## src/rtl/rnea_pkg.sv

```systemverilog
// shared types and constants of the ring neighbour exclusion arbiter
// used by rnea_ctrl, rnea_datapath and the top level; depends on nothing

package rnea_pkg;

    // ring size and derived widths
    localparam int MAX_CLIENTS = 16;
    localparam int CLIENT_W    = $clog2(MAX_CLIENTS);
    localparam int CNT_W       = $clog2(MAX_CLIENTS + 1);
    localparam int COUNT_WIDTH = 16;
    localparam int TICK_W      = 32;

    // configuration port
    localparam int CFG_IDX_W   = 2;
    localparam int CFG_DATA_W  = 32;
    localparam int CFG_COUNT_W = 5;
    localparam int QUOTA_W     = 16;

    localparam logic [CFG_IDX_W-1:0] CFG_CLIENT_COUNT = 2'd0;
    localparam logic [CFG_IDX_W-1:0] CFG_STARVE_LIMIT = 2'd1;
    localparam logic [CFG_IDX_W-1:0] CFG_MEAL_QUOTA   = 2'd2;

    localparam logic [CFG_COUNT_W-1:0] RST_CLIENT_COUNT = 5'd5;
    localparam logic [TICK_W-1:0]      RST_STARVE_LIMIT = 32'd800;
    localparam logic [QUOTA_W-1:0]     RST_MEAL_QUOTA   = 16'd0;

    // item opcodes
    localparam int OP_W = 2;
    localparam logic [OP_W-1:0] OP_REQUEST = 2'd0;
    localparam logic [OP_W-1:0] OP_RELEASE = 2'd1;
    localparam logic [OP_W-1:0] OP_TICK    = 2'd2;

    // per-client mode
    typedef logic [1:0] mode_t;
    localparam mode_t MODE_IDLE   = 2'd0;
    localparam mode_t MODE_HUNGRY = 2'd1;
    localparam mode_t MODE_BUSY   = 2'd2;

    // halt reason
    localparam int STOP_W = 2;
    localparam logic [STOP_W-1:0] STOP_RUN     = 2'd0;
    localparam logic [STOP_W-1:0] STOP_STARVE  = 2'd1;
    localparam logic [STOP_W-1:0] STOP_QUOTA   = 2'd2;

    // which client a grant attempt looks at
    typedef logic [1:0] try_sel_t;
    localparam try_sel_t SEL_SELF  = 2'd0;
    localparam try_sel_t SEL_LEFT  = 2'd1;
    localparam try_sel_t SEL_RIGHT = 2'd2;

    // controller to datapath
    typedef struct packed {
        logic     load;
        logic     exec;
        logic     try_en;
        try_sel_t try_sel;
    } ctrl_cmd_t;

    // datapath to controller
    typedef struct packed {
        logic hungry_set;
        logic freed;
    } ctrl_sts_t;

endpackage

```

## src/rtl/rnea_ctrl.sv

```systemverilog
// sequencing state machine of the ring neighbour exclusion arbiter
// depends on rnea_pkg for the command and status structs

module rnea_ctrl (
    input  logic                clk,
    input  logic                rst_n,
    input  logic                start,
    input  rnea_pkg::ctrl_sts_t sts,
    output rnea_pkg::ctrl_cmd_t cmd,
    output logic                busy,
    output logic                done
);
    import rnea_pkg::*;

    localparam logic [2:0] S_IDLE      = 3'd0;
    localparam logic [2:0] S_EXEC      = 3'd1;
    localparam logic [2:0] S_TRY_SELF  = 3'd2;
    localparam logic [2:0] S_TRY_LEFT  = 3'd3;
    localparam logic [2:0] S_TRY_RIGHT = 3'd4;
    localparam logic [2:0] S_DONE      = 3'd5;

    logic [2:0] state_reg;
    logic [2:0] state_next;

    always_comb
    begin
        state_next  = state_reg;
        cmd         = '0;
        cmd.try_sel = SEL_SELF;
        unique case (state_reg)
            S_IDLE:
            begin
                cmd.load = start;
                if (start)
                begin
                    state_next = S_EXEC;
                end
            end
            S_EXEC:
            begin
                cmd.exec = 1'b1;
                if (sts.hungry_set)
                begin
                    state_next = S_TRY_SELF;
                end
                else if (sts.freed)
                begin
                    state_next = S_TRY_LEFT;
                end
                else
                begin
                    state_next = S_DONE;
                end
            end
            S_TRY_SELF:
            begin
                cmd.try_en = 1'b1;
                state_next = S_DONE;
            end
            S_TRY_LEFT:
            begin
                cmd.try_en  = 1'b1;
                cmd.try_sel = SEL_LEFT;
                state_next  = S_TRY_RIGHT;
            end
            S_TRY_RIGHT:
            begin
                cmd.try_en  = 1'b1;
                cmd.try_sel = SEL_RIGHT;
                state_next  = S_DONE;
            end
            S_DONE:
            begin
                state_next = S_IDLE;
            end
            default:
            begin
                state_next = S_IDLE;
            end
        endcase
    end

    always_ff @(posedge clk or negedge rst_n)
    begin
        if (!rst_n)
        begin
            state_reg <= S_IDLE;
        end
        else
        begin
            state_reg <= state_next;
        end
    end

    assign busy = (state_reg != S_IDLE);
    assign done = (state_reg == S_DONE);

    // result strobe is a single-cycle pulse
    a_done_pulse: assert property (@(posedge clk) disable iff (!rst_n)
        done |=> !done)
        else $error("done held for more than one cycle");

    // an accepted start always leaves idle
    a_start_busy: assert property (@(posedge clk) disable iff (!rst_n)
        (start && !busy) |=> (busy && !done))
        else $error("accepted start did not enter execution");

endmodule

```

## src/rtl/rnea_datapath.sv

```systemverilog
// client state, configuration registers and grant logic of the arbiter
// depends on rnea_pkg; driven by rnea_ctrl through ctrl_cmd_t

module rnea_datapath (
    input  logic                                 clk,
    input  logic                                 rst_n,
    input  rnea_pkg::ctrl_cmd_t                  cmd,
    output rnea_pkg::ctrl_sts_t                  sts,
    input  logic [rnea_pkg::OP_W-1:0]            op,
    input  logic [rnea_pkg::CLIENT_W-1:0]        client,
    input  logic                                 cfg_we,
    input  logic [rnea_pkg::CFG_IDX_W-1:0]       cfg_index,
    input  logic [rnea_pkg::CFG_DATA_W-1:0]      cfg_data,
    output logic [rnea_pkg::MAX_CLIENTS-1:0]     grant_mask,
    output logic [rnea_pkg::MAX_CLIENTS-1:0]     busy_mask,
    output logic [rnea_pkg::STOP_W-1:0]          stop_cause,
    output logic [rnea_pkg::CLIENT_W-1:0]        starved_client
);
    import rnea_pkg::*;

    // configuration
    logic [CFG_COUNT_W-1:0] count_reg;
    logic [TICK_W-1:0]      limit_reg;
    logic [QUOTA_W-1:0]     quota_reg;

    // item latched at start
    logic [OP_W-1:0]        op_reg;
    logic [CLIENT_W-1:0]    client_reg;

    // client state
    mode_t                  mode_reg  [MAX_CLIENTS];
    logic [TICK_W-1:0]      ticks_reg [MAX_CLIENTS];
    logic [COUNT_WIDTH-1:0] uses_reg  [MAX_CLIENTS];
    logic [STOP_W-1:0]      halt_reg;
    logic [CLIENT_W-1:0]    starved_reg;
    logic [MAX_CLIENTS-1:0] grant_reg;

    logic [CNT_W-1:0]       ring_n;
    logic [CLIENT_W-1:0]    last_idx;
    logic                   client_ok;
    logic [CLIENT_W-1:0]    left_c;
    logic [CLIENT_W-1:0]    right_c;
    logic [CLIENT_W-1:0]    target;
    mode_t                  tgt_mode;
    logic [MAX_CLIENTS-1:0] in_ring;
    logic [MAX_CLIENTS-1:0] busy_vec;
    logic [MAX_CLIENTS-1:0] left_busy;
    logic [MAX_CLIENTS-1:0] right_busy;
    logic [MAX_CLIENTS-1:0] nb_free;
    logic                   running;
    logic                   req_take;
    logic                   rel_take;
    logic                   do_grant;
    logic [COUNT_WIDTH-1:0] uses_inc;
    logic                   all_met;
    logic [MAX_CLIENTS-1:0] starve_vec;
    logic [CLIENT_W-1:0]    starve_idx;

    // effective ring size: zero acts as one, clipped to the maximum
    always_comb
    begin
        if (count_reg == '0)
        begin
            ring_n = CNT_W'(1);
        end
        else if (32'(count_reg) > MAX_CLIENTS)
        begin
            ring_n = CNT_W'(MAX_CLIENTS);
        end
        else
        begin
            ring_n = CNT_W'(count_reg);
        end
    end

    assign last_idx  = CLIENT_W'(ring_n - CNT_W'(1));
    assign client_ok = (CNT_W'(client_reg) < ring_n);
    assign left_c    = (client_reg == '0) ? last_idx : client_reg - CLIENT_W'(1);
    assign right_c   = (client_reg == last_idx) ? '0 : client_reg + CLIENT_W'(1);

    always_comb
    begin
        case (cmd.try_sel)
            SEL_LEFT:  target = left_c;
            SEL_RIGHT: target = right_c;
            default:   target = client_reg;
        endcase
    end

    assign tgt_mode = mode_reg[target];

    // per-lane neighbour view, wrapping at the ring size
    always_comb
    begin
        for (int i = 0; i < MAX_CLIENTS; i++)
        begin
            busy_vec[i] = (mode_reg[i] == MODE_BUSY);
            in_ring[i]  = (CNT_W'(i) < ring_n);
        end
        left_busy            = busy_vec << 1;
        left_busy[0]         = busy_vec[last_idx];
        right_busy           = busy_vec >> 1;
        right_busy[last_idx] = busy_vec[0];
        nb_free              = ~(left_busy | right_busy);
    end

    assign running  = (halt_reg == STOP_RUN);
    assign req_take = running && (op_reg == OP_REQUEST) && client_ok
                      && (tgt_mode == MODE_IDLE);
    assign rel_take = running && (op_reg == OP_RELEASE) && client_ok
                      && (tgt_mode == MODE_BUSY);
    assign do_grant = cmd.try_en && (tgt_mode == MODE_HUNGRY) && nb_free[target];

    // saturating use count of the releasing client and the quota check
    always_comb
    begin
        logic [COUNT_WIDTH-1:0] val;
        uses_inc = (uses_reg[client_reg] == '1) ? uses_reg[client_reg]
                   : uses_reg[client_reg] + COUNT_WIDTH'(1);
        all_met  = (quota_reg != '0);
        for (int i = 0; i < MAX_CLIENTS; i++)
        begin
            val = (CLIENT_W'(i) == client_reg) ? uses_inc : uses_reg[i];
            if (in_ring[i] && (32'(val) < 32'(quota_reg)))
            begin
                all_met = 1'b0;
            end
        end
    end

    // a client in the ring starves on a tick when its old age reaches the limit, unless the limit is all ones
    always_comb
    begin
        starve_idx = '0;
        for (int i = 0; i < MAX_CLIENTS; i++)
        begin
            starve_vec[i] = in_ring[i] && (ticks_reg[i] >= limit_reg)
                            && (limit_reg != '1);
        end
        for (int i = MAX_CLIENTS - 1; i >= 0; i--)
        begin
            if (starve_vec[i])
            begin
                starve_idx = CLIENT_W'(i);
            end
        end
    end

    assign sts.hungry_set = cmd.exec && req_take;
    assign sts.freed      = cmd.exec && rel_take && !all_met;

    always_ff @(posedge clk or negedge rst_n)
    begin
        if (!rst_n)
        begin
            count_reg   <= RST_CLIENT_COUNT;
            limit_reg   <= RST_STARVE_LIMIT;
            quota_reg   <= RST_MEAL_QUOTA;
            halt_reg    <= STOP_RUN;
            starved_reg <= '0;
            for (int i = 0; i < MAX_CLIENTS; i++)
            begin
                mode_reg[i]  <= MODE_IDLE;
                ticks_reg[i] <= '0;
                uses_reg[i]  <= '0;
            end
        end
        else
        begin
            if (cfg_we)
            begin
                case (cfg_index)
                    CFG_CLIENT_COUNT: count_reg <= cfg_data[CFG_COUNT_W-1:0];
                    CFG_STARVE_LIMIT: limit_reg <= cfg_data[TICK_W-1:0];
                    CFG_MEAL_QUOTA:   quota_reg <= cfg_data[QUOTA_W-1:0];
                    default:          ;
                endcase
            end
            if (cmd.exec && running)
            begin
                unique case (op_reg)
                    OP_REQUEST:
                    begin
                        if (req_take)
                        begin
                            mode_reg[client_reg] <= MODE_HUNGRY;
                        end
                    end
                    OP_RELEASE:
                    begin
                        if (rel_take)
                        begin
                            uses_reg[client_reg] <= uses_inc;
                            if (all_met)
                            begin
                                halt_reg <= STOP_QUOTA;
                            end
                            else
                            begin
                                mode_reg[client_reg] <= MODE_IDLE;
                            end
                        end
                    end
                    OP_TICK:
                    begin
                        for (int i = 0; i < MAX_CLIENTS; i++)
                        begin
                            if (in_ring[i] && (ticks_reg[i] != '1))
                            begin
                                ticks_reg[i] <= ticks_reg[i] + TICK_W'(1);
                            end
                        end
                        if (starve_vec != '0)
                        begin
                            halt_reg    <= STOP_STARVE;
                            starved_reg <= starve_idx;
                        end
                    end
                    default:
                    begin
                    end
                endcase
            end
            if (do_grant)
            begin
                mode_reg[target]  <= MODE_BUSY;
                ticks_reg[target] <= '0;
            end
        end
    end

    // item payload and grant collection
    always_ff @(posedge clk)
    begin
        if (cmd.load)
        begin
            op_reg     <= op;
            client_reg <= client;
            grant_reg  <= '0;
        end
        else if (do_grant)
        begin
            grant_reg[target] <= 1'b1;
        end
    end

    assign grant_mask     = grant_reg;
    assign busy_mask      = busy_vec;
    assign stop_cause     = halt_reg;
    assign starved_client = (halt_reg == STOP_STARVE) ? starved_reg : '0;

    // a halt lasts until reset
    a_halt_sticky: assert property (@(posedge clk) disable iff (!rst_n)
        (halt_reg != STOP_RUN) |=> (halt_reg == $past(halt_reg)))
        else $error("halt reason changed after halting");

    // starved index is only ever set together with a starvation halt
    a_starved_idx: assert property (@(posedge clk) disable iff (!rst_n)
        (halt_reg != STOP_STARVE) |-> (starved_reg == '0))
        else $error("starved index set without starvation halt");

endmodule

```

## src/rtl/ring_neighbor_exclusion_arbiter_top.sv

```systemverilog
// top level of the ring neighbour exclusion arbiter
// instantiates rnea_ctrl and rnea_datapath; depends on rnea_pkg

// Clients sit on a ring and each one needs both resources it shares with
// its neighbours. An item is taken when start is high and busy is low; op
// selects request, release or time tick for the given client. Every item
// gives exactly one result, shown for a single cycle with done high; the
// receiver cannot stall it, so it must take the beat in that cycle. The
// item runs through an execute step and then one grant attempt per client
// to re-check, sequenced by the controller: a tick, an ignored item, a
// release that halts on the quota or any item while halted goes from
// execute straight to done, a request through its own attempt, and a
// release that frees its client through left then right attempts in turn.
// busy stays high until the cycle after done, so items never overlap. A
// starvation or quota halt freezes all client state until reset; results
// then still show busy_mask, stop_cause and starved_client. Configuration
// writes go through cfg_valid/cfg_ready with cfg_index selecting client
// count (0), starvation limit (1) or meal quota (2); cfg_ready is low
// while an item is in flight or offered on start, and writes to index 3
// are dropped.

module ring_neighbor_exclusion_arbiter_top (
    input  logic                                 clk,
    input  logic                                 rst_n,
    // item channel
    input  logic                                 start,
    output logic                                 busy,
    input  logic [rnea_pkg::OP_W-1:0]            op,
    input  logic [rnea_pkg::CLIENT_W-1:0]        client,
    // result channel
    output logic                                 done,
    output logic [rnea_pkg::MAX_CLIENTS-1:0]     grant_mask,
    output logic [rnea_pkg::MAX_CLIENTS-1:0]     busy_mask,
    output logic [rnea_pkg::STOP_W-1:0]          stop_cause,
    output logic [rnea_pkg::CLIENT_W-1:0]        starved_client,
    // configuration channel
    input  logic                                 cfg_valid,
    output logic                                 cfg_ready,
    input  logic [rnea_pkg::CFG_IDX_W-1:0]       cfg_index,
    input  logic [rnea_pkg::CFG_DATA_W-1:0]      cfg_data
);
    import rnea_pkg::*;

    ctrl_cmd_t cmd;
    ctrl_sts_t sts;
    logic      cfg_we;

    // configuration only lands while no item is in flight or being taken
    assign cfg_ready = !busy && !start;
    assign cfg_we    = cfg_valid && cfg_ready;

    rnea_ctrl u_ctrl (
        .clk   (clk),
        .rst_n (rst_n),
        .start (start),
        .sts   (sts),
        .cmd   (cmd),
        .busy  (busy),
        .done  (done)
    );

    rnea_datapath u_datapath (
        .clk            (clk),
        .rst_n          (rst_n),
        .cmd            (cmd),
        .sts            (sts),
        .op             (op),
        .client         (client),
        .cfg_we         (cfg_we),
        .cfg_index      (cfg_index),
        .cfg_data       (cfg_data),
        .grant_mask     (grant_mask),
        .busy_mask      (busy_mask),
        .stop_cause     (stop_cause),
        .starved_client (starved_client)
    );

    // every client granted by the item is still busy when the beat goes out
    a_grant_busy: assert property (@(posedge clk) disable iff (!rst_n)
        done |-> ((grant_mask & ~busy_mask) == '0))
        else $error("granted client not busy at result");

    // the result beat belongs to an item still in flight
    a_done_busy: assert property (@(posedge clk) disable iff (!rst_n)
        done |-> (busy && !cfg_ready))
        else $error("result strobe outside an item");

endmodule
```

## config.mk

```make
export PLATFORM = sky130hd
export DESIGN_NAME = ring_neighbor_exclusion_arbiter_top
export DESIGN_NICKNAME = d
export VERILOG_FILES = /design/src/rtl/rnea_pkg.sv /design/src/rtl/rnea_ctrl.sv /design/src/rtl/rnea_datapath.sv /design/src/rtl/ring_neighbor_exclusion_arbiter_top.sv
export SDC_FILE = /design/constraint.sdc
export NUM_CORES = 2
export LEC_CHECK = 0
export ABC_AREA = 0
export BUFFER_PORTS_ARGS = -buffer_cell sky130_fd_sc_hd__buf_2
export CAP_MARGIN = 20
export CORE_MARGIN = 1.5
export CORE_UTILIZATION = 35
export CTS_CLUSTER_DIAMETER = 60
export CTS_CLUSTER_SIZE = 24
export DETAILED_ROUTE_END_ITERATION = 16
export SLEW_MARGIN = 20
export SYNTH_ARGS = -nofsm -noshare
export SYNTH_HDL_FRONTEND = slang
export SYNTH_SLANG_ARGS = --single-unit
```

## constraint.sdc

```tcl
create_clock -name clk -period 20.3 [get_ports clk]
set_clock_uncertainty 0.1 [all_clocks]
set_input_delay 1.015 -clock clk [delete_from_list [all_inputs] [get_ports clk]]
set_output_delay 1.015 -clock clk [all_outputs]
set_load 0.05 [all_outputs]
```

# Word-level counts from Yosys, hierarchy flattened
# Cells that the tools add are included.
# W data, S select, Z words.
# classes
n_lt_le_gt_ge	58
n_mux	116
n_eq_ne	68
n_addsub	20
reduce_logical	104
n_bitwise	15
# ops
op	count
$mux W512	3
$mux W32	22
$ne A32 B32 Y1 const B	17
$add A32 B1 Y32 const B	16
$and A512 B512 Y512	1
$ge A32 B32 Y1	16
$not A512 Y512	1
$mux W16	20
$bwmux W256	1
$lt A16 B16 Y1	16
$demux W32 S4	1
$logic_and A1 B1 Y1	82
$mux W4	19
$bmux W16 S4	1
$demux W16 S4	1
$or A16 B16 Y16	4
$pmux W32 S2	1
$not A16 Y16	3
$eq A2 B2 Y1 const B	20
$lt A4 B5 Y1 const A	8
$and A16 B16 Y16	2
$and A32 B32 Y32	1
$eq A4 B4 Y1 const A	8
$not A32 Y32	1
other kinds (49)	116
# word_totals
out_inout_bits	41
wordCells	438
ff_bits	884
input_bits	44

# Logic depth before layout (Yosys ltp)
# depth
word_depth	31
ltp_mapped	29
ltp_nobuf	23

# Hierarchy
# From an unflattened synthesis, not the netlist that was laid out.
# unflattened
hier_cells	6846
hier_area_um2	61908.1
# by_module_without_submodules
mod	seq_area_each_um2	instances	area_per_inst_um2	cells_per_inst
rnea_datapath	22002.4	1	61709.2	6821
rnea_ctrl	75.1	1	182.7	23
ring_neighbor_exclusion_arbiter_top	0.0	1	16.3	2

# Least setup slack after synthesis
# OpenSTA, ideal clock, no wires.
# synth_timing
path_kind	reg-to-reg
from	register u_datapath.client_reg[0]
to	register u_datapath.mode_reg[24] (netlist name)
setup_slack_ns	13.593
stages_incl_launch_ff	30
path_buffers	6
setup_ns	0.086
period_less_slack_ns	6.707
t_required_ns	20.114
t_arrival_ns	6.521
cell_sequence	edfxtp_1 buf_2 buf_6 buf_2 mux4_2 mux4_2 ha_1 nand4_1 nand2b_1 or2_2 nand2_1 nor3_1 nand3_1 xor2_1 clkbuf_1 o21ai_0 ha_1 a21oi_1 o21ai_0 a21oi_1 o2111a_1 o31a_1 or4_1 or4_1 nor4_1 o2111a_1 buf_2 buf_2 nor2_1 nor3_1
# synth_via
elab_chain_cells	31
word_cells_on_any_way	130
cone_classes	3 x add/sub; 21 x order compare; 19 x eq/ne; 54 x mux; 7 x bitwise; 26 x reduce/logical
# synth_lines
item	line_no	source
from (decl)	rnea_datapath.sv:28	logic [CLIENT_W-1:0] client_reg;
from (signal assigned)	rnea_datapath.sv:238	client_reg <= client;
$not A4 Y5 (not written as such)	n/a	
$bmux W16 S4	rnea_datapath.sv:118, rnea_datapath.sv:119	
$mux W16 (not written as such) (2 in a row)	rnea_datapath.sv:118, rnea_datapath.sv:119	
$add A16 B1 Y16 / $eq A16 B16 Y1 (equally long branches)	rnea_datapath.sv:119, rnea_datapath.sv:118	
$mux W16	rnea_datapath.sv:118	uses_inc = (uses_reg[client_reg] == '1) ? uses_reg[client_reg]
$mux W16	rnea_datapath.sv:123	val = (CLIENT_W'(i) == client_reg) ? uses_inc : uses_reg[i];
$lt A16 B16 Y1	rnea_datapath.sv:124	if (in_ring[i] && (32'(val) < 32'(quota_reg)))
$logic_and A1 B1 Y1	rnea_datapath.sv:124	
$mux W1 (16 in a row)	rnea_datapath.sv:124	
$mux W32	rnea_datapath.sv:194	if (all_met)
$mux W32	rnea_datapath.sv:191	if (rel_take)
$pmux W32 S2	rnea_datapath.sv:181	unique case (op_reg)
$mux W32	rnea_datapath.sv:179	if (cmd.exec && running)
$and A16 B16 Y16 (no line)	n/a	
$mux W32 *	rnea_datapath.sv:224	if (do_grant)
to (signal, indexed assignment)	rnea_datapath.sv:186	mode_reg[client_reg] <= MODE_HUNGRY;
to (signal, indexed assignment)	rnea_datapath.sv:200	mode_reg[client_reg] <= MODE_IDLE;
to (signal, indexed assignment)	rnea_datapath.sv:226	mode_reg[target] <= MODE_BUSY;
to (decl)	rnea_datapath.sv:31	mode_t mode_reg [MAX_CLIENTS];
# Every way passes the cells marked *; elsewhere a longest branch is shown, timed or not. The select of a mux whose other input is x is not followed.
# A chain may end at the register's enable or synchronous reset.

# Worst setup path after layout
# layout_timing
from	register u_datapath.client_reg[0]
to	register u_datapath.mode_reg[30] (netlist name)
# The elaborated chain is that of the path after synthesis.

==> metrics.txt <==
# TYPE chip_impl_metric gauge
chip_impl_metric{name="coreArea",unit="sq um"} 176000
chip_impl_metric{name="cts_post_setup_buffers_inserted",unit=""} 0
chip_impl_info{name="grt_setup_unrepaired",value="no"} 1
chip_impl_metric{name="ir_drop",unit="V"} 0.000100
chip_impl_info{name="crit_top_cell",value="sky130_fd_sc_hd__buf_4"} 1
chip_impl_metric{name="die_w",unit="um"} 425
chip_impl_metric{name="non_filler_cells_in_the_finished_layout",unit=""} 9325
chip_impl_metric{name="synth-async-reset-ratio",unit=""} 0.975
chip_impl_metric{name="yosysSeqAreaShare",unit=""} 0.355
chip_impl_metric{name="grt.overflow.total",unit=""} 0
chip_impl_info{name="worst_setup_path_end_kind",value="register"} 1
chip_impl_metric{name="drt_pre_antenna_iters",unit=""} 12
chip_impl_metric{name="fin_crit_sh",unit=""} 0.458
chip_impl_metric{name="timing.critical_path.slowest_cell_delay",unit="ns"} 0.72
chip_impl_metric{name="die-area",unit="sq um"} 180000
chip_impl_metric{name="area.growth.synth_to_final",unit="%"} 10.9
chip_impl_metric{name="crit_path_max_fanout",unit=""} 39
chip_impl_metric{name="dr_total_vias",unit=""} 53107
chip_impl_metric{name="largest_reg_flops",unit=""} 512
chip_impl_metric{name="syn-num-nets",unit=""} 7693
chip_impl_metric{name="met2RoutedLength",unit="um"} 100000
chip_impl_metric{name="fillers",unit=""} 17593
chip_impl_metric{name="rows",unit=""} 154
chip_impl_metric{name="die_y",unit="um"} 425
chip_impl_metric{name="routed_wl",unit="um"} 215000
chip_impl_metric{name="cap_viol_max_count",unit=""} 0
chip_impl_metric{name="post-synth-top-area-fraction",unit=""} 0.345
chip_impl_metric{name="layout_min_cycle_time",unit="ns"} 9.29
chip_impl_metric{name="placement.cell_area",unit="sq um"} 65500
chip_impl_info{name="clock_tree.root_cell",value="sky130_fd_sc_hd__clkbuf_16"} 1
chip_impl_metric{name="final-seq-area",unit="sq um"} 22100
chip_impl_metric{name="multi_input_area",unit="sq um"} 38400
chip_impl_metric{name="final_net_count",unit=""} 7725
chip_impl_metric{name="routabilityCongestion",unit=""} 0.978
chip_impl_metric{name="ctsHoldBuffers",unit=""} 0
chip_impl_info{name="topmost_layer_with_routed_signal_wires",value="met5"} 1
chip_impl_metric{name="antenna_violations_before_repair",unit=""} 3
chip_impl_info{name="worst_hold_path_type",value="in2async"} 1
chip_impl_metric{name="place.detailed.instances",unit=""} 9140
chip_impl_metric{name="layout-drive-gt1-share",unit=""} 0.0930
chip_impl_info{name="worst_setup_path_class",value="reg2reg"} 1
chip_impl_metric{name="worst_ep_arrival_time",unit="ns"} 9.85
chip_impl_metric{name="drc_errors",unit=""} 2
chip_impl_metric{name="detail_route.wl_per_cell",unit="um"} 23.1
chip_impl_info{name="cp_startpoint_kind",value="register"} 1
chip_impl_metric{name="timing.hold.ws",unit="ns"} 0.256
chip_impl_metric{name="average_footprint_of_a_synthesized_cell",unit="sq um"} 9.06
chip_impl_metric{name="maximum_number_of_pins_on_one_net_before_global_route_repair",unit=""} 109
chip_impl_info{name="tritoncts",value="done"} 1
chip_impl_metric{name="clock_path_buffers",unit=""} 3
chip_impl_metric{name="power_per_standard_cell_area",unit="nW/um^2"} 98.0
chip_impl_metric{name="start_util",unit=""} 0.353
chip_impl_info{name="post-synth-top-count-cell",value="sky130_fd_sc_hd__dfrtp_1"} 1
chip_impl_metric{name="netlist_area",unit="sq um"} 62200
chip_impl_metric{name="worstRegToRegCells",unit=""} 27
chip_impl_metric{name="synthesis.instances",unit=""} 6867
chip_impl_metric{name="boundaryPins",unit=""} 85
chip_impl_info{name="yosys_top_cell_by_area",value="sky130_fd_sc_hd__dfrtp_1"} 1
chip_impl_metric{name="number_of_flops_mapped_to_enable_cells_by_yosys",unit=""} 6
chip_impl_metric{name="met3RoutedLength",unit="um"} 12900
chip_impl_metric{name="io_buffers",unit=""} 84
chip_impl_metric{name="cts_sinks",unit=""} 884
chip_impl_metric{name="max_slew.worst_pin.slew",unit="ns"} 1.14
chip_impl_metric{name="setup_violations",unit=""} 0
chip_impl_metric{name="hold_viol",unit=""} 0
chip_impl_metric{name="max_slew_margin",unit=""} 0.233
chip_impl_metric{name="average_vias_per_placed_instance",unit=""} 5.70
chip_impl_metric{name="wirelength_met1",unit="um"} 90400
chip_impl_info{name="synth_ff_type",value="sky130_fd_sc_hd__dfrtp_1"} 1
chip_impl_info{name="critical_path.startpoint",value="u_datapath.client_reg[0]$_DFFE_PP_"} 1
chip_impl_metric{name="first_global_vias",unit=""} 51959
chip_impl_info{name="outcome",value="finished with violations"} 1
chip_impl_metric{name="h-tree-depth",unit=""} 3
chip_impl_metric{name="grt_pass1_wl",unit="um"} 327000
chip_impl_metric{name="finish.instance_area",unit="sq um"} 69000
chip_impl_metric{name="hpwlAfterDp",unit="um"} 150000
chip_impl_metric{name="worstPathRequired",unit="ns"} 20.86
chip_impl_info{name="regToRegStartpoint",value="u_datapath.client_reg[0]$_DFFE_PP_"} 1
chip_impl_info{name="yosys-top-cells-count",value="857 x sky130_fd_sc_hd__dfrtp_1, 820 x sky130_fd_sc_hd__nor2_1, 790 x sky130_fd_sc_hd__nand2_1, 782 x sky130_fd_sc_hd__ha_1, 543 x sky130_fd_sc_hd__o21ai_0"} 1
chip_impl_metric{name="timing_max_transition_violations_final",unit=""} 0
chip_impl_metric{name="worst_skew_pair.late_latency",unit="ns"} 0.76
chip_impl_metric{name="post_cts_resize_count",unit=""} 0
chip_impl_metric{name="initialDrtViolationCount",unit=""} 4634
chip_impl_info{name="critical-path-slowest-cell",value="sky130_fd_sc_hd__buf_4"} 1
chip_impl_metric{name="setup_tns",unit="ns"} 0
chip_impl_metric{name="timing.fmax",unit="GHz"} 0.108
chip_impl_metric{name="yosys_warnings",unit=""} 0
chip_impl_metric{name="number_of_nets_with_antenna_violations_after_routing",unit=""} 0
chip_impl_metric{name="synthDistinctLibCells",unit=""} 92
chip_impl_metric{name="gr-usage-all-layers",unit=""} 0.236
chip_impl_metric{name="cts_clock_pin_slew_for_the_worst_setup_and_hold_paths",unit="ns"} 0.08
chip_impl_info{name="synth_top_cells_by_area",value="sky130_fd_sc_hd__dfrtp_1 34%, sky130_fd_sc_hd__ha_1 16%, sky130_fd_sc_hd__nor2_1 4.9%, sky130_fd_sc_hd__nand2_1 4.8%, sky130_fd_sc_hd__o21ai_0 4.4%"} 1
chip_impl_metric{name="tritoncts.num_buffers",unit=""} 96
chip_impl_metric{name="cellLeakagePower",unit="nW"} 32.6
chip_impl_info{name="violations",value="DRC"} 1
chip_impl_metric{name="synth_seq_cells",unit=""} 884
## routing by layer
metal	vias to the layer above	GRT usage
met2	1677	0.388
met1	26263	0.302
met4	2	0.117
met5	-	0
li1	24690	-
met3	475	0.0351
## metrics by stage
step                worst slack, ns  power, mW  utilization
finish                        11.01       6.76        0.391
global placement              11.32       4.74        0.371
floorplan                     13.59       3.66            -
CTS                           11.15       6.75        0.391
global route                  10.59       7.10        0.391
detailed placement            11.24       4.80        0.371
## report_power, final
group / switching, mW / leakage (nW) / internal (mW)
logic: 1.90 / 18.8 / 0.851
clock network: 0.909 / 1.68 / 1.02
registers: 0.175 / 12.1 / 1.89
total: 2.99 / 32.6 / 3.77
## layout make-up
type	count	area share
flip-flops and latches	884	0.320
inverters	177	0.00963
well taps	2340	0.0424
diodes	4	0.000145
multi-input cells	5523	0.556
repair buffers	217	0.0208
clock inverters	75	0.0143
clock buffers	105	0.0362
## worst max-delay path, delay by kind of cell (launching register included)
kind / cells / cell delay (ns)
and+or+nand+nor: 11 / 2.39
AOI/OAI and AO/OA: 7 / 1.88
DFF: 1 / 0.33
muxes: 2 / 1.12
adders and majority gates: 2 / 0.60
xor gates and xnor gates: 1 / 0.69
buffers and inverters: 4 / 1.96
## cells in the final DEF, fill, tap and decap left out, types with 177 or more instances in the layout
master / n
sky130_fd_sc_hd__a21o_1: 191
sky130_fd_sc_hd__a21oi_1: 263
sky130_fd_sc_hd__dfrtp_1: 857
sky130_fd_sc_hd__ha_1: 782
sky130_fd_sc_hd__inv_1: 177
sky130_fd_sc_hd__nand2_1: 787
sky130_fd_sc_hd__nand3_1: 276
sky130_fd_sc_hd__nand4_1: 229
sky130_fd_sc_hd__nor2_1: 812
sky130_fd_sc_hd__o21ai_0: 540
sky130_fd_sc_hd__xnor2_1: 194
sky130_fd_sc_hd__xor2_1: 304
## logic make-up after synthesis
logic type / Yosys count / synth area share
and+or+nand+nor: 2658 / 0.201
AOI/OAI and AO/OA: 1371 / 0.136
DFF: 884 / 0.355
adders and majority gates: 782 / 0.157
xor gates and xnor gates: 507 / 0.0716
buffers and inverters: 460 / 0.0306
muxes: 205 / 0.0489
## path summary, 6_finish.rpt
kind                                                          endpoint  slack, ns
min in group clk                    u_datapath.client_reg[1]$_DFFE_PP_       0.35
worst max register to register       u_datapath.mode_reg[30]$_DFF_PN0_      11.01
worst min register to register  u_datapath.grant_mask[14]$_SDFFE_PP0P_       0.36
max in group asynchronous          u_datapath.ticks_reg[485]$_DFF_PN0_      15.67
worst max-delay path                 u_datapath.mode_reg[30]$_DFF_PN0_      11.01
worst min-delay path               u_datapath.ticks_reg[433]$_DFF_PN0_       0.26
No activity file was read; power rests on OpenSTA's default activity.
